File: src/rtl/core/spq_pkg.sv
`timescale 1ns / 1ps
// ----------------------------------------------------------------------------
// spq_pkg
// Command and status codes, FSM states and the cell control bundle.
// ----------------------------------------------------------------------------
package spq_pkg;

  localparam int CMD_W  = 2;
  localparam int STAT_W = 2;

  typedef enum logic [CMD_W-1:0] {
    CMD_INSERT = 2'd0,
    CMD_DELETE = 2'd1,
    CMD_LIST   = 2'd2
  } cmd_e;

  typedef enum logic [STAT_W-1:0] {
    STAT_OK        = 2'd0,
    STAT_OVERFLOW  = 2'd1,
    STAT_EMPTY     = 2'd2,
    STAT_NOT_FOUND = 2'd3
  } stat_e;

  typedef enum logic {
    ST_IDLE = 1'b0,
    ST_LIST = 1'b1
  } state_e;

  // Per-cycle operation broadcast to every cell of the chain.
  typedef struct packed {
    logic ins;  // shift back from the insertion point
    logic del;  // shift forward from the first match
    logic rot;  // rotate occupied cells toward the head
  } cell_ctrl_t;

endpackage

File: src/rtl/core/spq_if.sv
`timescale 1ns / 1ps
// ----------------------------------------------------------------------------
// spq command and result channels
// Valid/ready channels carrying queue commands and queue results.
// ----------------------------------------------------------------------------
interface spq_cmd_if
  import spq_pkg::*;
#(
  parameter int VALUE_WIDTH = 16
) ();
  logic                          valid;
  logic                          ready;
  logic        [CMD_W-1:0]       command;
  logic signed [VALUE_WIDTH-1:0] value;

  modport source (output valid, command, value, input ready);
  modport sink   (input valid, command, value, output ready);
endinterface

interface spq_res_if
  import spq_pkg::*;
#(
  parameter int VALUE_WIDTH = 16,
  parameter int OCC_WIDTH   = 4
) ();
  logic                          valid;
  logic                          ready;
  logic        [STAT_W-1:0]      status;
  logic signed [VALUE_WIDTH-1:0] entry_value;
  logic                          last;
  logic        [OCC_WIDTH-1:0]   occupancy;

  modport source (output valid, status, entry_value, last, occupancy, input ready);
  modport sink   (input valid, status, entry_value, last, occupancy, output ready);
endinterface

File: src/rtl/core/spq_cell.sv
`timescale 1ns / 1ps
// ----------------------------------------------------------------------------
// spq_cell
// One slot of the sorted chain: holds a value and an occupied flag and
// trades data with its left and right neighbors.
// ----------------------------------------------------------------------------
module spq_cell
  import spq_pkg::*;
#(
  parameter int VALUE_WIDTH = 16
) (
  input  logic                          clk_i,
  input  logic                          rst_ni,
  input  cell_ctrl_t                    ctrl_i,
  input  logic signed [VALUE_WIDTH-1:0] key_i,
  input  logic signed [VALUE_WIDTH-1:0] head_i,
  input  logic signed [VALUE_WIDTH-1:0] left_val_i,
  input  logic                          left_occ_i,
  input  logic                          left_take_i,
  input  logic                          left_found_i,
  input  logic signed [VALUE_WIDTH-1:0] right_val_i,
  input  logic                          right_occ_i,
  output logic signed [VALUE_WIDTH-1:0] val_o,
  output logic                          occ_o,
  output logic                          take_o,
  output logic                          found_o
);

  logic signed [VALUE_WIDTH-1:0] val_q, val_d;
  logic                          occ_q, occ_d;

  // Key lands here or further left: slot is free or key >= stored value.
  assign take_o  = !occ_q || (key_i >= val_q);
  // First match so far along the chain, this slot included.
  assign found_o = left_found_i || (occ_q && (key_i == val_q));
  assign val_o   = val_q;
  assign occ_o   = occ_q;

  always_comb begin
    val_d = val_q;
    occ_d = occ_q;
    if (ctrl_i.ins && take_o) begin
      val_d = left_take_i ? left_val_i : key_i;
      occ_d = occ_q || left_occ_i;
    end else if (ctrl_i.del && found_o) begin
      val_d = right_val_i;
      occ_d = right_occ_i;
    end else if (ctrl_i.rot && occ_q) begin
      val_d = right_occ_i ? right_val_i : head_i;
    end
  end

  always_ff @(posedge clk_i or negedge rst_ni) begin
    if (!rst_ni) begin
      occ_q <= 1'b0;
    end else begin
      occ_q <= occ_d;
    end
  end

  always_ff @(posedge clk_i) begin
    val_q <= val_d;
  end

endmodule

File: src/rtl/core/sorted_priority_queue_unit.sv
`timescale 1ns / 1ps
// ----------------------------------------------------------------------------
// sorted_priority_queue_unit
// Shift-register priority queue holding up to DEPTH signed values in
// descending order, with insert, delete and list commands.
// ----------------------------------------------------------------------------
// Usage:
//   in_i carries one command per transfer: insert a value, delete the first
//   equal value, or list all entries. out_o carries results (status, listed
//   entry, last flag, occupancy after the command).
//   Insert and delete each give a single result: the chain updates in the
//   transfer cycle and the result sits in the output register the cycle after.
//   A new command is taken every cycle while no list is running and the
//   result register is free or being drained in the same cycle.
//   A list of N entries emits N results, head first: the chain rotates by one
//   cell per emitted result and is back in its original order after the
//   last one. in_i stays not-ready until the last listed entry is loaded.
//   Reset empties the queue (occupancy flags and fill count cleared).
//   When the receiver stalls, the result register holds its contents and the
//   input side stalls with it; nothing is dropped.
//   Command code 3 is taken and ignored.
// ----------------------------------------------------------------------------
module sorted_priority_queue_unit
  import spq_pkg::*;
#(
  parameter int DEPTH       = 8,
  parameter int VALUE_WIDTH = 16
) (
  input  logic      clk_i,
  input  logic      rst_ni,
  spq_cmd_if.sink   in_i,
  spq_res_if.source out_o
);

  localparam int OCC_W = $clog2(DEPTH + 1);

  // Chain wiring: one entry per cell, read only at fixed places.
  logic signed [VALUE_WIDTH-1:0] cell_val   [DEPTH];
  logic                          cell_occ   [DEPTH];
  logic                          cell_take  [DEPTH];
  logic                          cell_found [DEPTH];

  cell_ctrl_t ctrl;

  state_e state_q, state_d;
  logic [OCC_W-1:0] fill_q, fill_d;
  logic [OCC_W-1:0] list_cnt_q, list_cnt_d;

  // Result register.
  logic                          res_valid_q, res_valid_d;
  logic        [STAT_W-1:0]      res_status_q, res_status_d;
  logic signed [VALUE_WIDTH-1:0] res_value_q, res_value_d;
  logic                          res_last_q, res_last_d;
  logic        [OCC_W-1:0]       res_occ_q, res_occ_d;
  logic                          res_load;

  logic out_free;
  logic in_fire;
  logic q_full;
  logic q_empty;

  // Chain of cells: cell 0 holds the largest value.
  for (genvar i = 0; i < DEPTH; i++) begin : g_cell
    if (i == 0) begin : g_head
      spq_cell #(
        .VALUE_WIDTH (VALUE_WIDTH)
      ) u_cell (
        .clk_i        (clk_i),
        .rst_ni       (rst_ni),
        .ctrl_i       (ctrl),
        .key_i        (in_i.value),
        .head_i       (cell_val[0]),
        .left_val_i   (in_i.value),
        .left_occ_i   (1'b1),
        .left_take_i  (1'b0),
        .left_found_i (1'b0),
        .right_val_i  (cell_val[(DEPTH > 1) ? 1 : 0]),
        .right_occ_i  (cell_occ[(DEPTH > 1) ? 1 : 0] && (DEPTH > 1)),
        .val_o        (cell_val[0]),
        .occ_o        (cell_occ[0]),
        .take_o       (cell_take[0]),
        .found_o      (cell_found[0])
      );
    end else if (i == DEPTH - 1) begin : g_tail
      spq_cell #(
        .VALUE_WIDTH (VALUE_WIDTH)
      ) u_cell (
        .clk_i        (clk_i),
        .rst_ni       (rst_ni),
        .ctrl_i       (ctrl),
        .key_i        (in_i.value),
        .head_i       (cell_val[0]),
        .left_val_i   (cell_val[i-1]),
        .left_occ_i   (cell_occ[i-1]),
        .left_take_i  (cell_take[i-1]),
        .left_found_i (cell_found[i-1]),
        .right_val_i  (cell_val[0]),
        .right_occ_i  (1'b0),
        .val_o        (cell_val[i]),
        .occ_o        (cell_occ[i]),
        .take_o       (cell_take[i]),
        .found_o      (cell_found[i])
      );
    end else begin : g_mid
      spq_cell #(
        .VALUE_WIDTH (VALUE_WIDTH)
      ) u_cell (
        .clk_i        (clk_i),
        .rst_ni       (rst_ni),
        .ctrl_i       (ctrl),
        .key_i        (in_i.value),
        .head_i       (cell_val[0]),
        .left_val_i   (cell_val[i-1]),
        .left_occ_i   (cell_occ[i-1]),
        .left_take_i  (cell_take[i-1]),
        .left_found_i (cell_found[i-1]),
        .right_val_i  (cell_val[i+1]),
        .right_occ_i  (cell_occ[i+1]),
        .val_o        (cell_val[i]),
        .occ_o        (cell_occ[i]),
        .take_o       (cell_take[i]),
        .found_o      (cell_found[i])
      );
    end
  end

  // Result slot is free if empty or drained this cycle.
  assign out_free   = !res_valid_q || out_o.ready;
  assign in_i.ready = (state_q == ST_IDLE) && out_free;
  assign in_fire    = in_i.valid && in_i.ready;
  assign q_full     = (fill_q == OCC_W'(DEPTH));
  assign q_empty    = (fill_q == '0);

  // Next state.
  always_comb begin
    state_d = state_q;
    unique case (state_q)
      ST_IDLE: begin
        if (in_fire && (cmd_e'(in_i.command) == CMD_LIST) && !q_empty) begin
          state_d = ST_LIST;
        end
      end
      ST_LIST: begin
        if (out_free && (list_cnt_q == OCC_W'(1))) begin
          state_d = ST_IDLE;
        end
      end
      default: state_d = ST_IDLE;
    endcase
  end

  // Chain control, counters and result loading.
  always_comb begin
    ctrl         = '0;
    fill_d       = fill_q;
    list_cnt_d   = list_cnt_q;
    res_load     = 1'b0;
    res_status_d = STAT_OK;
    res_value_d  = '0;
    res_last_d   = 1'b1;
    res_occ_d    = fill_q;
    unique case (state_q)
      ST_IDLE: begin
        if (in_fire) begin
          unique case (cmd_e'(in_i.command))
            CMD_INSERT: begin
              res_load = 1'b1;
              if (q_full) begin
                res_status_d = STAT_OVERFLOW;
              end else begin
                ctrl.ins  = 1'b1;
                fill_d    = fill_q + OCC_W'(1);
                res_occ_d = fill_d;
              end
            end
            CMD_DELETE: begin
              res_load = 1'b1;
              if (q_empty) begin
                res_status_d = STAT_EMPTY;
              end else if (!cell_found[DEPTH-1]) begin
                res_status_d = STAT_NOT_FOUND;
              end else begin
                ctrl.del  = 1'b1;
                fill_d    = fill_q - OCC_W'(1);
                res_occ_d = fill_d;
              end
            end
            CMD_LIST: begin
              if (q_empty) begin
                res_load     = 1'b1;
                res_status_d = STAT_EMPTY;
              end else begin
                list_cnt_d = fill_q;
              end
            end
            default: begin
              // unused code: drop silently
            end
          endcase
        end
      end
      ST_LIST: begin
        if (out_free) begin
          // Emit the head, then rotate the next entry into cell 0.
          res_load    = 1'b1;
          res_value_d = cell_val[0];
          res_last_d  = (list_cnt_q == OCC_W'(1));
          ctrl.rot    = 1'b1;
          list_cnt_d  = list_cnt_q - OCC_W'(1);
        end
      end
      default: begin
      end
    endcase
  end

  always_comb begin
    res_valid_d = res_valid_q;
    if (out_free) begin
      res_valid_d = res_load;
    end
  end

  always_ff @(posedge clk_i or negedge rst_ni) begin
    if (!rst_ni) begin
      state_q     <= ST_IDLE;
      fill_q      <= '0;
      list_cnt_q  <= '0;
      res_valid_q <= 1'b0;
    end else begin
      state_q     <= state_d;
      fill_q      <= fill_d;
      list_cnt_q  <= list_cnt_d;
      res_valid_q <= res_valid_d;
    end
  end

  // Payload: load only with a new result, hold while stalled.
  always_ff @(posedge clk_i) begin
    if (res_load) begin
      res_status_q <= res_status_d;
      res_value_q  <= res_value_d;
      res_last_q   <= res_last_d;
      res_occ_q    <= res_occ_d;
    end
  end

  assign out_o.valid       = res_valid_q;
  assign out_o.status      = res_status_q;
  assign out_o.entry_value = res_value_q;
  assign out_o.last        = res_last_q;
  assign out_o.occupancy   = res_occ_q;

endmodule

File: src/flat_wrapper.sv
// flat-port wrapper written by rule: the top's interface ports become plain ports
module sorted_priority_queue_unit_flat import spq_pkg::*;
#(
  parameter int DEPTH       = 8,
  parameter int VALUE_WIDTH = 16
)
  (clk_i, rst_ni, in_i_valid, in_i_command, in_i_value, in_i_ready, out_o_valid, out_o_status, out_o_entry_value, out_o_last, out_o_occupancy, out_o_ready);
  spq_cmd_if #(.VALUE_WIDTH(VALUE_WIDTH)) in_i_i ();
  spq_res_if #(.VALUE_WIDTH(VALUE_WIDTH)) out_o_i ();
  input  logic clk_i;
  input  logic rst_ni;
  input wire logic [$bits(in_i_i.valid)-1:0] in_i_valid;
  input wire logic [$bits(in_i_i.command)-1:0] in_i_command;
  input wire logic [$bits(in_i_i.value)-1:0] in_i_value;
  output wire logic [$bits(in_i_i.ready)-1:0] in_i_ready;
  output wire logic [$bits(out_o_i.valid)-1:0] out_o_valid;
  output wire logic [$bits(out_o_i.status)-1:0] out_o_status;
  output wire logic [$bits(out_o_i.entry_value)-1:0] out_o_entry_value;
  output wire logic [$bits(out_o_i.last)-1:0] out_o_last;
  output wire logic [$bits(out_o_i.occupancy)-1:0] out_o_occupancy;
  input wire logic [$bits(out_o_i.ready)-1:0] out_o_ready;
  assign in_i_i.valid = in_i_valid;
  assign in_i_i.command = in_i_command;
  assign in_i_i.value = in_i_value;
  assign in_i_ready = in_i_i.ready;
  assign out_o_valid = out_o_i.valid;
  assign out_o_status = out_o_i.status;
  assign out_o_entry_value = out_o_i.entry_value;
  assign out_o_last = out_o_i.last;
  assign out_o_occupancy = out_o_i.occupancy;
  assign out_o_i.ready = out_o_ready;
  sorted_priority_queue_unit #(.DEPTH(DEPTH), .VALUE_WIDTH(VALUE_WIDTH)) u_core (.clk_i(clk_i), .rst_ni(rst_ni), .in_i(in_i_i), .out_o(out_o_i));
endmodule
File: config.mk
export PLATFORM = sky130hd
export DESIGN_NAME = sorted_priority_queue_unit_flat
export DESIGN_NICKNAME = d
export VERILOG_FILES = /design/src/rtl/core/spq_pkg.sv /design/src/rtl/core/spq_if.sv /design/src/rtl/core/spq_cell.sv /design/src/rtl/core/sorted_priority_queue_unit.sv /design/src/flat_wrapper.sv
export SDC_FILE = /design/constraint.sdc
export NUM_CORES = 1
export LEC_CHECK = 0
export BUFFER_PORTS_ARGS = -buffer_cell sky130_fd_sc_hd__buf_4
export CAP_MARGIN = 10
export CORE_MARGIN = 2
export CORE_UTILIZATION = 52
export DETAILED_ROUTE_END_ITERATION = 10
export PLACE_DENSITY = 0.66
export SLEW_MARGIN = 10
export SYNTH_ARGS = -nofsm -noshare
export SYNTH_HDL_FRONTEND = slang
export SYNTH_SLANG_ARGS = --single-unit
File: constraint.sdc
create_clock -name clk_i -period 3.9 [get_ports clk_i]
set_clock_uncertainty 0.05 [all_clocks]
set_input_delay 0.195 -clock clk_i [delete_from_list [all_inputs] [get_ports clk_i]]
set_output_delay 0.195 -clock clk_i [all_outputs]
set_load 0.02 [all_outputs]
; Word-level counts from Yosys, hierarchy flattened
; Cells that the tools add are included.
[op_classes]
add_sub_neg = 3
n_lt_le_gt_ge = 8
eq_ne = 16
muxes = 86
bitwise_logic = 2
n_reduce_logical = 94
[ops]
columns = cell, count
row1 = $mux 16, 38
row2 = $eq 16x16->1, 8
row3 = $ge 16x16->1, 8
row4 = $logic_and 1x1->1, 37
row5 = $mux 4, 9
row6 = $mux 1, 28
row7 = $reduce_bool 3->1, 9
row8 = $logic_or 1x1->1, 23
row9 = $pmux 4 s2, 2
row10 = $reduce_bool 2->1, 8
row11 = $logic_not 1->1, 10
row12 = $mux 2, 5
row13 = $sub 4x1->4 const B, 2
row14 = $ne 2x2->1 const B, 3
row15 = $pmux 1 s2, 3
row16 = $pmux 2 s3, 1
row17 = $add 4x1->4 const B, 1
row18 = $eq 4x1->1 const B, 1
row19 = $eq 4x4->1 const B, 1
row20 = $logic_not 4->1, 1
row21 = $reduce_and 2->1, 2
row22 = $reduce_and 4->1, 1
row23 = $reduce_or 2->1, 2
row24 = $eq 2x1->1 const B, 1
row25 = 4 further kinds, 5
[totals]
ff_bits = 169
in_bits = 22
out_inout_bits = 25
word_cells = 233

; Longest topological paths before layout
; Gate-level depths: netlist of run 1.
[logic_depth]
word_depth = 17
depth_mapped = 11
mapped_depth_nobuf = 9

; Hierarchy
; Synthesis of run 1 repeated with hierarchy kept, for this count alone.
[hier_totals]
cells_unflattened = 1268
area_unflattened_um2 = 14121.0
[modules_own_cells]
columns = module, instances, cells_per_inst, area_per_inst_um2, seq_area_each_um2
row1 = spq_cell (u_core.g_cell[0].g_head.u_cell ...), 5, 139, 1565.3, 505.5
row2 = spq_cell (u_core.g_cell[5].g_mid.u_cell ...), 3, 143, 1555.2, 505.5
row3 = sorted_priority_queue_unit, 1, 144, 1629.1, 940.9

; Least setup slack after synthesis of run 1
; OpenSTA, ideal clock, no wires.
[synth_timing]
path_kind = reg-to-reg
startpoint = reg u_core.g_cell[0].g_head.u_cell.val_q[15]
endpoint = reg u_core.g_cell[0].g_head.u_cell.val_q[0] (enable)
setup_ps = 394
arrival_time_ps = 2952
t_required_ps = 3456
path_slack_ps = 503
path_stages_with_launch = 11
path_buffers = 1
synth_period_minus_slack_ps = 3397
cell_sequence = edfxtp_1 -> inv_1 -> ha_1 -> nand4_1 -> nor4_1 -> a22oi_1 -> nand3_1 -> or3_1 -> clkbuf_1 -> nand2_1 -> o211ai_1
[synth_via]
elab_chain_len = 17
elab_cells_between_ends = 21
classes_between = order compare (1) / eq/ne (1) / mux (5) / reduce/logical (14)
[synth_lines]
columns = item, line_no
row1 = from (decl), spq_cell.sv:29  ; logic signed [VALUE_WIDTH-1:0] val_q, val_d;
row2 = from (signal assigned), spq_cell.sv:62  ; val_q <= val_d;
row3 = $eq 16x16->1, spq_cell.sv:35  ; assign found_o = left_found_i || (occ_q && (key_i == val_q));
row4 = $logic_and 1x1->1, spq_cell.sv:35
row5 = $logic_or 1x1->1 (7 in a row), spq_cell.sv:35
row6 = $mux 1, sorted_priority_queue_unit.sv:180  ; end else if (!cell_found[DEPTH-1]) begin
row7 = $mux 1, sorted_priority_queue_unit.sv:178  ; if (q_empty) begin
row8 = $mux 1, sorted_priority_queue_unit.sv:165  ; unique case (cmd_e'(in_i.command))
row9 = $mux 2, sorted_priority_queue_unit.sv:164  ; if (in_fire) begin
row10 = $mux 2, sorted_priority_queue_unit.sv:162  ; unique case (state_q)
row11 = $logic_and 1x1->1, spq_cell.sv:45  ; end else if (ctrl_i.del && found_o) begin
row12 = $reduce_bool 3->1 (no line), n/a
row13 = $reduce_and 2->1 (no line) (*), n/a
; Mark *: on every way between the ends. The rest lies on a longest branch, timed or not.
; A chain may end at the register's enable or synchronous reset.

; Worst setup path in the final report of run 1
[layout_timing]
startpoint = reg u_core.g_cell[0].g_head.u_cell.val_q[3]
endpoint = reg u_core.g_cell[1].g_mid.u_cell.val_q[4] (data pin)
[layout_via]
elab_chain_len = 17
elab_cells_between_ends = 20
classes_between = order compare (1) / eq/ne (1) / mux (8) / reduce/logical (10)
[layout_lines]
columns = item, line_no
row1 = $eq 16x16->1, spq_cell.sv:35
row2 = $logic_and 1x1->1, spq_cell.sv:35
row3 = $logic_or 1x1->1 (7 in a row), spq_cell.sv:35
row4 = $mux 1, sorted_priority_queue_unit.sv:180
row5 = $mux 1, sorted_priority_queue_unit.sv:178
row6 = $mux 1, sorted_priority_queue_unit.sv:165
row7 = $mux 2, sorted_priority_queue_unit.sv:164
row8 = $mux 2, sorted_priority_queue_unit.sv:162
row9 = $logic_and 1x1->1, spq_cell.sv:45
row10 = $mux 16, spq_cell.sv:45
row11 = $mux 16 (*), spq_cell.sv:42  ; if (ctrl_i.ins && take_o) begin
row12 = net u_core.g_cell[1].g_mid.u_cell.val_d[4], spq_cell.sv:29
row13 = to (signal assigned), spq_cell.sv:62
row14 = to (decl), spq_cell.sv:29
; Mark *: on every way through the listed nets, which the timed path passes. The rest lies on a longest branch.

==> results of run 1 <==
through the flow:
stage                     power [mW]  cell area, µm²  worst slack, ns  utilization (%)
after floorplan                4.813           12700           0.5034                -
after global placement         5.836           13680           0.2926            56.56
after detailed placement       5.895           13680          0.07182            56.56
after CTS                      7.666           14290           0.1702            59.12
after global routing           8.105           14300           0.2447            59.13
final                          7.707           14300           0.4699            59.13
synth_stat cells, drive strengths merged (16+ instances only):
library cell    n
dfrtp          18
nand4          28
o211ai         24
ha            132
a21oi          64
and3           18
nand3          22
nand4b         18
nor3           41
inv           160
nand2          72
o21ai          42
edfxtp        151
clkbuf         35
mux2i         181
buf            24
nor2           48
a222oi         16
a211o          20
nor2b          16
worst max-delay path: stages (launching register included):
cell      delay, ns
edfxtp_1       0.46
inv_1          0.17
ha_1           0.34
nand4_1        0.16
nor4_1         0.43
nand2_1        0.20
a21oi_1        0.38
nor2_1         0.10
mux2_4         0.40
a222oi_1       0.51
registers in the layout, indices dropped and copies added (netlist names):
register and count:
u_core.g_cell.g_mid.u_cell.occ_o 6, u_core.out_o.valid 1, u_core.g_cell.g_mid.u_cell.val_o 96, u_core.out_o.entry_value 16
u_core.g_cell.g_head.u_cell.occ_o 1, u_core.out_o.status 2, u_core.out_o.occupancy 4, u_core.g_cell.g_tail.u_cell.val_o 16
u_core.out_o.last 1, u_core.list_cnt_q 4, u_core.state_q 1, u_core.fill_q 4
u_core.g_cell.g_head.u_cell.val_o 16, u_core.g_cell.g_tail.u_cell.occ_o 1
kinds of logic after synthesis:
group,count (synthesis)
compound gates,252
xor+xnor,1
fa+ha+maj,132
buf+inv,219
flops,169
mux,184
simple gates,303
final timing paths:
path,startpoint,end,slack (ns)
max,u_core.g_cell[0].g_head.u_cell.val_o[3],u_core.g_cell[1].g_mid.u_cell.val_o[4],0.47
min,in_i_value[0],u_core.g_cell[0].g_head.u_cell.val_o[0],0.09
max reg2reg,u_core.g_cell[0].g_head.u_cell.val_o[3],u_core.g_cell[1].g_mid.u_cell.val_o[4],0.47
min reg2reg,u_core.fill_q[0],u_core.list_cnt_q[0],0.54
max in group asynchronous,rst_ni,u_core.g_cell[6].g_mid.u_cell.occ_o,3.41
min in group asynchronous,rst_ni,u_core.fill_q[0],0.14
what timing repair did:
| item | in CTS | in global routing |
|---|---|---|
| hold buffers | 2 | 0 |
| hold endpoints to repair | 19 | 0 |
| setup endpoints to repair | 0 | 0 |
report_power, final:
| group | switching, mW | internal [mW] | leakage [nW] |
|---|---|---|---|
| Clock | 0.812 | 0.955 | 0.297 |
| Sequential | 0.291 | 2.59 | 1.62 |
| Combinational | 1.88 | 1.18 | 4.65 |
per-layer routing:
metal	up-vias	wire [µm]	part of all wire, %
met1	5173	16580	43
li1	4872	-	-
met2	495	17830	46
met5	-	0	0
met4	0	1408	3.6
met3	86	2963	7.6
area by class of cell:
cell class	count	area, µm²
fill	2079	9881
multi-input combinational	872	6884
sequential	169	4985
timing repair buffer	104	823.3
inverter	160	600.6
clock buffer	22	508.0
tap	324	405.4
clock inverter	10	90.09
placed cells by master, fill, tap and decap left out, drive strengths merged, types with 8 or more instances in the layout:
cell and n:
edfxtp 151, o211ai 24, a21o 11, nand3 22
nor4 8, a211oi 13, nand2 72, nor3 41
nor2b 16, a222oi 16, inv 169, a211o 20
ha 132, nand2b 11, o21ai 42, nand4 28
nor2 48, clkbuf 22, dfrtp 18, a221oi 15
mux2i 181, and3 18, nand4b 18, a21oi 64
buf 102
==> metrics.md, run 1 <==
| Metric | Value |
|---|---|
| Status | `completed` |
| I/O Buffers | `46` |
| Worst setup SP type | `register` |
| Cell count after synthesis | `1,260` |
| Cell count after placement | `1,627` |
| CP required | `4.06 ns` |
| Gpl congestion | `~1.0` |
| EDFF count, synth | `between 150 and 200` |
| Hold depth | `2` |
| Post-synthesis adder-cell area fraction | `13.01%` |
| CTS H-tree depth | `4` |
| Met3 Use GR | `5.299%` |
| Endpoints failing hold | `0` |
| Post-CTS Setup Repair Bufs | `0` |
| Total Wirelength | `38,780 µm` |
| Crit share post-route | `between 80% and 90%` |
| Post-synthesis mux area share | `14.56%` |
| FF+latch count, synth | `169` |
| VDD IR-drop max | `0.3924 mV` |
| Yosys warning total | `0` |
| RSZ-0062 raised after global routing | `no` |
| Worst Hold Class | `in2reg` |
| Largest family of logic cells by synthesized area | `multiplexers` |
| Crit end category | `register` |
| Sequential area share after synthesis | `39.26%` |
| Initial antenna violation count | `0` |
| Synth async-reset ratio | `between 10% and 20%` |
| XOR/XNOR Fraction of Synth Area | `0.06897%` |
| Full die area | `25,690 µm²` |
| Clock-pin slew on the worst setup and hold paths | `0.08 ns` |
| CTS sink count | `169` |
| Slew margin rel. | `45.34%` |
| WS Path Type | `reg2reg` |
| Routed vias/inst | `6.397` |
| First-pass GRT wire length | `around 60,000 µm` |
| Core area | `24,180 µm²` |
| Share of Yosys cell area claimed by the top area cell type | `35.71%` |
| GR Overflow Total | `0` |
| Clk_lat worst skew | `~0.45 ns` |
| TritonCTS clock tree | `built` |
| Simple-Gate Fraction of Synth Area | `12.55%` |
| Synthesized area | `12,700 µm²` |
| Leakage | `6.565 nW` |
| Met2 GRT Util | `48.25%` |
| Detail Placement HPWL | `29,200 µm` |
| Drt initial violations | `about 1,100` |
| Slew Limit Fails | `0` |
| Period minus WS final | `about 3.4 ns` |
| Cell Count, Final, Fillers Out | `1,661` |
| Vias in the first global route | `approximately 10,000` |
| Hold_ws | `0.08541 ns` |
| GRT Total Usage | `a little under a third` |
| Die Ht | `around 160 µm` |
| Setup violations, final | `0` |
| Rows | `57` |
| Post-synth top area cell | `edfxtp_1` |
| Syn avg cell area | `around 10 µm²` |
| Reg2reg path depth | `9` |
| Synth Area in Compound Gates | `13.80%` |
| Setup tns final | `0 ns` |
| CTS Buf Count | `17` |
| Crit-path max FO | `16` |
| Top post-synthesis cells by area | `edfxtp_1, mux2i_1, ha_1` |
| Vias | `10,630` |
| Starting Density | `52.52%` |
| Die width | `160.3 µm` |
| Number of placed I/O pins | `47` |
| Maximum buffer depth of the clock tree | `2` |
| Post-DR wirelength/cell | `23.35 µm` |
| Pwr dens | `between 500 and 600 nW/µm²` |
| Largest net degree at the start of global routing | `34` |
| Layout cells sized above 1 | `11.29%` |
| WP data arrival | `3.59 ns` |
| Achievable Freq | `291.5 MHz` |
| DRC | `0` |
| M1 GR Usage | `slightly above 40%` |
| N_diodes | `0` |
| Antenna Nets Post-Route | `0` |
| CTS root buf | `clkbuf_16` |
| Area Overhead vs Synth | `12.58%` |
| Synth Flop Type | `edfxtp_1` |
| Worst-Margin Slew | `0.8162 ns` |
| Post-cts sizing count | `0` |
| Most Used Layer, Global Route | `met2` |
| Router iterations before antenna repair | `5` |
| Synth unique cells | `69` |
| Synth Net Count | `~1,400` |
| Layout Nets | `1,478` |
| Max cap viols | `0` |
No activity file was read; power rests on OpenSTA's default activity.
==> run 2, diff against run 1 <==
--- a/config.mk
+++ b/config.mk
@@ -7,7 +7,8 @@
 export LEC_CHECK = 0
 export BUFFER_PORTS_ARGS = -buffer_cell sky130_fd_sc_hd__buf_4
 export CAP_MARGIN = 10
-export CORE_MARGIN = 2
+export CORE_ASPECT_RATIO = 0.7
+export CORE_MARGIN = 4
 export CORE_UTILIZATION = 52
 export DETAILED_ROUTE_END_ITERATION = 10
 export PLACE_DENSITY = 0.66
==> metrics.md, run 2 (synthesis gave the netlist of run 1 again) <==
| Metric | Value |
|---|---|
| Detail Placement HPWL | `31,130 µm` |
| CTS Buf Count | `17` |
| RSZ-0062 raised after global routing | `no` |
| Layout Nets | `1,482` |
| Slew Limit Fails | `0` |
| TritonCTS clock tree | `built` |
| M1 GR Usage | `45.29%` |
| Period minus WS final | `3.566 ns` |
| Most common cell after layout, fill and taps aside | `mux2i_1` |
| Most Used Layer, Global Route | `met1` |
| Post-DR wirelength/cell | `between 20 and 25 µm` |
| Die width | `between 150 and 200 µm` |
| WP data arrival | `3.69 ns` |
| Worst-Margin Slew | `1.169 ns` |
| Starting Density | `53.32%` |
| Crit share post-route | `91.43%` |
| Leakage | `6.531 nW` |
| Post-cts sizing count | `0` |
| Drt initial violations | `1,226` |
| Worst setup SP type | `register` |
| Maximum buffer depth of the clock tree | `2` |
| Placement Cell Area | `13,690 µm²` |
| Endpoints failing hold | `0` |
| Met2 GRT Util | `a little over two fifths` |
| N_diodes | `0` |
| Crit-path max FO | `10` |
| Clock-pin slew on the worst setup and hold paths | `0.07 ns` |
| Area Overhead vs Synth | `12.25%` |
| Most frequent cells in the layout | `mux2i_1, inv_1, edfxtp_1, ha_1, buf_4` |
| Antenna Nets Post-Route | `0` |
| Largest net degree at the start of global routing | `50` |
| Core area | `23,820 µm²` |
| Die Ht | `138.7 µm` |
| Max reg flops | `96` |
| First-pass GRT wire length | `62,260 µm` |
| Slew margin rel. | `between 20 and 25%` |
| WS Path Type | `reg2reg` |
| Number of placed I/O pins | `47` |
| Layout cells sized above 1 | `11.13%` |
| Total Wirelength | `around 40,000 µm` |
| Gpl congestion | `approximately 0.95` |
| CTS root buf | `clkbuf_16` |
| Setup tns final | `0 ns` |
| Slowest stage delay, CP | `0.72 ns` |
| I/O Buffers | `between 40 and 50` |
| Router iterations before antenna repair | `8` |
| Max cap viols | `0` |
| GRT Total Usage | `29.69%` |
| Final Util | `59.85%` |
| Met3 Use GR | `under 10%` |
| CTS H-tree depth | `4` |
| DRC | `0` |
| Pwr dens | `approximately 540 nW/µm²` |
| Worst Hold Class | `in2reg` |
| Setup WS pre-CTS | `around 0.48 ns` |
| CTS sink count | `169` |
| GR Overflow Total | `0` |
| Status | `completed` |
| Worst path cell trace | `inv_1, ha_1, nand4_1, nor4_1, a22oi_1, nand3_1, a21oi_1, nor2b_1, buf_4, a221oi_1` |
| Vias | `10,700` |
| Initial antenna violation count | `0` |
| Full die area | `27,020 µm²` |
| Fillers | `between 2,000 and 2,500` |
| Post-route cell area | `14,250 µm²` |
| Delay-heaviest family, CP | `simple AND/OR/NAND/NOR gates` |
| VDD IR-drop max | `about 0.32 mV` |
| CP required | `4.02 ns` |
| Setup violations, final | `0` |
| Final Worst Setup Slack | `~0.33 ns` |
| Achievable Freq | `280.5 MHz` |
| Rows | `47` |
| Critical-path top delay cell | `nor2b_1` |
| Worst path bufs/invs | `2` |
| Crit end category | `register` |
| Vias in the first global route | `10,460` |
| Routed vias/inst | `6.459` |
| Clk_lat worst skew | `0.45 ns` |
==> run 2: cell types whose count changed in the layout (fill, tap and decap cells not counted), moves of 2 or more <==
cell and change:
inv_6 -6, buf_4 +5, clkinvlp_4 +4, clkbuf_16 -3, bufinv_16 +2, clkbuf_1 +2, clkinv_1 +2, inv_8 -2
==> run 2: timing repair <==
action | 4_1_cts | 5_1_grt
endpoints found under the setup margin | 0 | 0
endpoints found under the hold margin | 19 | 0
hold buffers | 2 | 0
buffers inserted | 0 | 0
==> run 2: where the power goes <==
part           switching, mW  leakage (nW)  internal (mW)
logic                   1.88          4.66           1.18
registers              0.332          1.62           2.59
clock network          0.745         0.250          0.930
total                   2.96          6.53           4.70
==> run 2: worst register-to-register path, stage by stage (launching register included) <==
cell,delay (ns)
edfxtp_1,0.52
inv_1,0.18
ha_1,0.36
nand4_1,0.21
nor4_1,0.11
a22oi_1,0.29
nand3_1,0.24
a21oi_1,0.24
nor2b_1,0.72
buf_4,0.28
a221oi_1,0.10
==> run 2: through the flow <==
step	instances	power, mW	hold slack (ns)
floorplan	1260	4.813	-0.1506
detailed placement	1625	5.909	0.04305
CTS	1657	7.583	0.08299
global placement	1625	5.845	0.04761
finish	1657	7.658	0.1027
global route	1657	8.072	0.1070
==> run 2: path summary, 6_finish.rpt <==
check	start	depth (start not counted)	to	slack [ns]
setup / recovery	u_core.g_cell[0].g_head.u_cell.val_o[5]	10	u_core.g_cell[5].g_mid.u_cell.val_o[5]	0.33
hold / removal	in_i_command[1]	4	u_core.out_o.valid	0.10
setup reg to reg	u_core.g_cell[0].g_head.u_cell.val_o[5]	10	u_core.g_cell[5].g_mid.u_cell.val_o[5]	0.33
hold reg to reg	u_core.g_cell[0].g_head.u_cell.occ_o	2	u_core.g_cell[0].g_head.u_cell.occ_o	0.57
max in group asynchronous	rst_ni	2	u_core.g_cell[4].g_mid.u_cell.occ_o	3.44
min in group asynchronous	rst_ni	2	u_core.list_cnt_q[3]	0.12
==> run 2: cell type report <==
type / instances / area, µm² / share of cell area (%)
Multi-Input combinational cell: 872 / 6887 / 48.31
Inverter: 160 / 600.6 / 4.213
Sequential cell: 169 / 4985 / 34.97
Tap cell: 318 / 397.9 / 2.791
Clock inverter: 9 / 102.6 / 0.7198
Clock buffer: 21 / 440.4 / 3.090
Timing Repair Buffer: 108 / 840.8 / 5.899
==> run 2: routing by layer <==
layer / routed length (µm) / share of wire [%]
met1: 19130 / 47
met2: 16950 / 42
met3: 3676 / 9.1
met4: 666 / 1.6
met5: 0 / 0
==> run 3, diff against run 2 <==
--- a/config.mk
+++ b/config.mk
@@ -9,9 +9,10 @@
 export CAP_MARGIN = 10
 export CORE_ASPECT_RATIO = 0.7
 export CORE_MARGIN = 4
-export CORE_UTILIZATION = 52
+export CORE_UTILIZATION = 30
 export DETAILED_ROUTE_END_ITERATION = 10
-export PLACE_DENSITY = 0.66
+export PLACE_DENSITY = 0.42
+export RECOVER_POWER = 25
 export SLEW_MARGIN = 10
 export SYNTH_ARGS = -nofsm -noshare
 export SYNTH_HDL_FRONTEND = slang
==> metrics.md, run 3 (synthesis gave the netlist of run 1 again) <==
| Metric | Value |
|---|---|
| Status | `completed` |
| Die Ht | `roughly 180 µm` |
| Crit share post-route | `between 90% and 100%` |
| Clock-pin slew on the worst setup and hold paths | `0.07 ns` |
| Achievable Freq | `267.4 MHz` |
| Pwr dens | `~530 nW/µm²` |
| Routed vias/inst | `5.487` |
| Most frequent cells in the layout | `mux2i_1, inv_1, edfxtp_1, ha_1, buf_4` |
| Core area | `just over 40,000 µm²` |
| Slew margin rel. | `15.72%` |
| Setup tns final | `0 ns` |
| Endpoints failing hold | `0` |
| Full die area | `45,740 µm²` |
| Cell Count, Final, Fillers Out | `between 1,500 and 2,000` |
| CTS sink count | `between 150 and 200` |
| GR Overflow Total | `0` |
| Final Worst Setup Slack | `0.1598 ns` |
| CTS H-tree depth | `4` |
| Starting Density | `30.65%` |
| Antenna Nets Post-Route | `0` |
| Most frequent CP cell | `buf_4` |
| Layout cells sized above 1 | `10.41%` |
| Hold_ws | `around 0.11 ns` |
| Gpl congestion | `a little under 0.9` |
| TritonCTS clock tree | `built` |
| Leakage | `6.511 nW` |
| Max cap viols | `0` |
| Slowest stage delay, CP | `roughly 0.63 ns` |
| Slew Limit Fails | `0` |
| Number of placed I/O pins | `47` |
| Area Overhead vs Synth | `14.71%` |
| Worst Hold Class | `in2reg` |
| Fillers | `4,288` |
| Total Wirelength | `46,980 µm` |
| DRC | `0` |
| VDD IR-drop max | `around 0.32 mV` |
| Setup WS pre-CTS | `between 0.15 and 0.2 ns` |
| Crit end category | `register` |
| Detail Placement HPWL | `36,770 µm` |
| Rows | `62` |
| CTS root buf | `clkbuf_16` |
| Most common cell after layout, fill and taps aside | `mux2i_1` |
| I/O Buffers | `46` |
| CP required | `4.05 ns` |
| Max reg flops | `between 90 and 100` |
| Clk_lat worst skew | `roughly 0.46 ns` |
| WP data arrival | `3.89 ns` |
| First-pass GRT wire length | `69,120 µm` |
| Vias | `10,420` |
| Layout Nets | `1,496` |
| Period minus WS final | `3.740 ns` |
| N_diodes | `0` |
| WS Path Type | `reg2reg` |
| Drt initial violations | `961` |
| CTS Buf Count | `17` |
| Vias in the first global route | `roughly 10,000` |
| Cell count after placement | `1,865` |
| Setup violations, final | `0` |
| Crit-path max FO | `9` |
| Maximum buffer depth of the clock tree | `2` |
| Power Total | `about 7.8 mW` |
| Post-DR wirelength/cell | `~25 µm` |
| Largest net degree at the start of global routing | `33` |
| Initial antenna violation count | `0` |
| Router iterations before antenna repair | `5` |
| GRT Total Usage | `20.33%` |
| Sequential Area | `4985 µm²` |
| Area of the multi-input gates | `6902 µm²` |
| RSZ-0062 raised after global routing | `no` |
| Worst-Margin Slew | `1.264 ns` |
| Worst setup SP type | `register` |
| Critical-path top delay cell | `nor2b_1` |
| Worst path cell trace | `inv_1, ha_1, nand4_1, nor4_2, a22oi_1, nand3_1, o21ai_1, buf_4, nor2b_1, buf_4, o211ai_1` |
| Die width | `253.9 µm` |
-- run 3: changes by cell type in the layout (fill, tap and decap cells not counted), moves of 2 or more --
cell	delta
clkinv_1	-2
clkbuf_1	+27
buf_4	-14
inv_6	+3
-- run 3: final cells by class --
| class | instances | area share [%] |
|---|---|---|
| multi-input combinational | 872 | 47.38 |
| tap | 544 | 4.673 |
| timing repair buffer | 122 | 5.669 |
| inverter | 160 | 4.123 |
| sequential | 169 | 34.22 |
| clock buffer | 21 | 3.170 |
| clock inverter | 11 | 0.7645 |
-- run 3: path summary, 6_finish.rpt --
kind | slack (ns) | startpoint | end | cells after the start
worst max-delay path | 0.16 | u_core.g_cell[0].g_head.u_cell.val_o[10] | u_core.g_cell[6].g_mid.u_cell.val_o[0] | 11
worst min-delay path | 0.11 | in_i_command[1] | u_core.out_o.valid | 4
worst max register to register | 0.16 | u_core.g_cell[0].g_head.u_cell.val_o[10] | u_core.g_cell[6].g_mid.u_cell.val_o[0] | 11
worst min register to register | 0.56 | u_core.list_cnt_q[1] | u_core.list_cnt_q[1] | 2
max in group asynchronous | 2.56 | rst_ni | u_core.fill_q[3] | 2
min in group asynchronous | 0.49 | rst_ni | u_core.out_o.valid | 2
-- run 3: routing by layer --
layer  track usage, %  up-vias  share of wire, %
met5                0        -                 0
met4            4.561        0               1.5
met3            3.333       38               5.3
met2            27.42      323                39
met1            33.22     5153                54
li1                 -     4905                 -
-- run 3: repair_timing --
item,CTS,global route
buffers inserted,0,0
hold endpoints to repair,19,0
resized for setup,0,1
hold buffers,2,0
endpoints found under the setup margin,0,13
-- run 3: per-stage QoR --
stage | area [µm²] | util, %
finish | 14570 | 35.16
global route | 14570 | 35.16
CTS | 14670 | 35.41
detailed placement | 14070 | 33.98
global placement | 14070 | 33.98
floorplan | 12700 | -
-- run 3: worst max-delay path: cells and delay by family (launching register included) --
family,cells,cell delay [ns]
AO/OA/AOI/OAI,3,0.59
flip-flops,1,0.54
adder cells (fa/ha/maj),1,0.33
AND/OR/NAND/NOR,4,1.21
buffers and inverters,3,0.75
-- run 3: power by group --
part	internal (mW)	leakage (nW)	total, mW	switching (mW)
Sequential	2.59	1.62	2.92	0.330
Combinational	1.12	4.63	3.08	1.96
Clock	0.929	0.268	1.76	0.833
Total	4.64	6.51	7.76	3.12
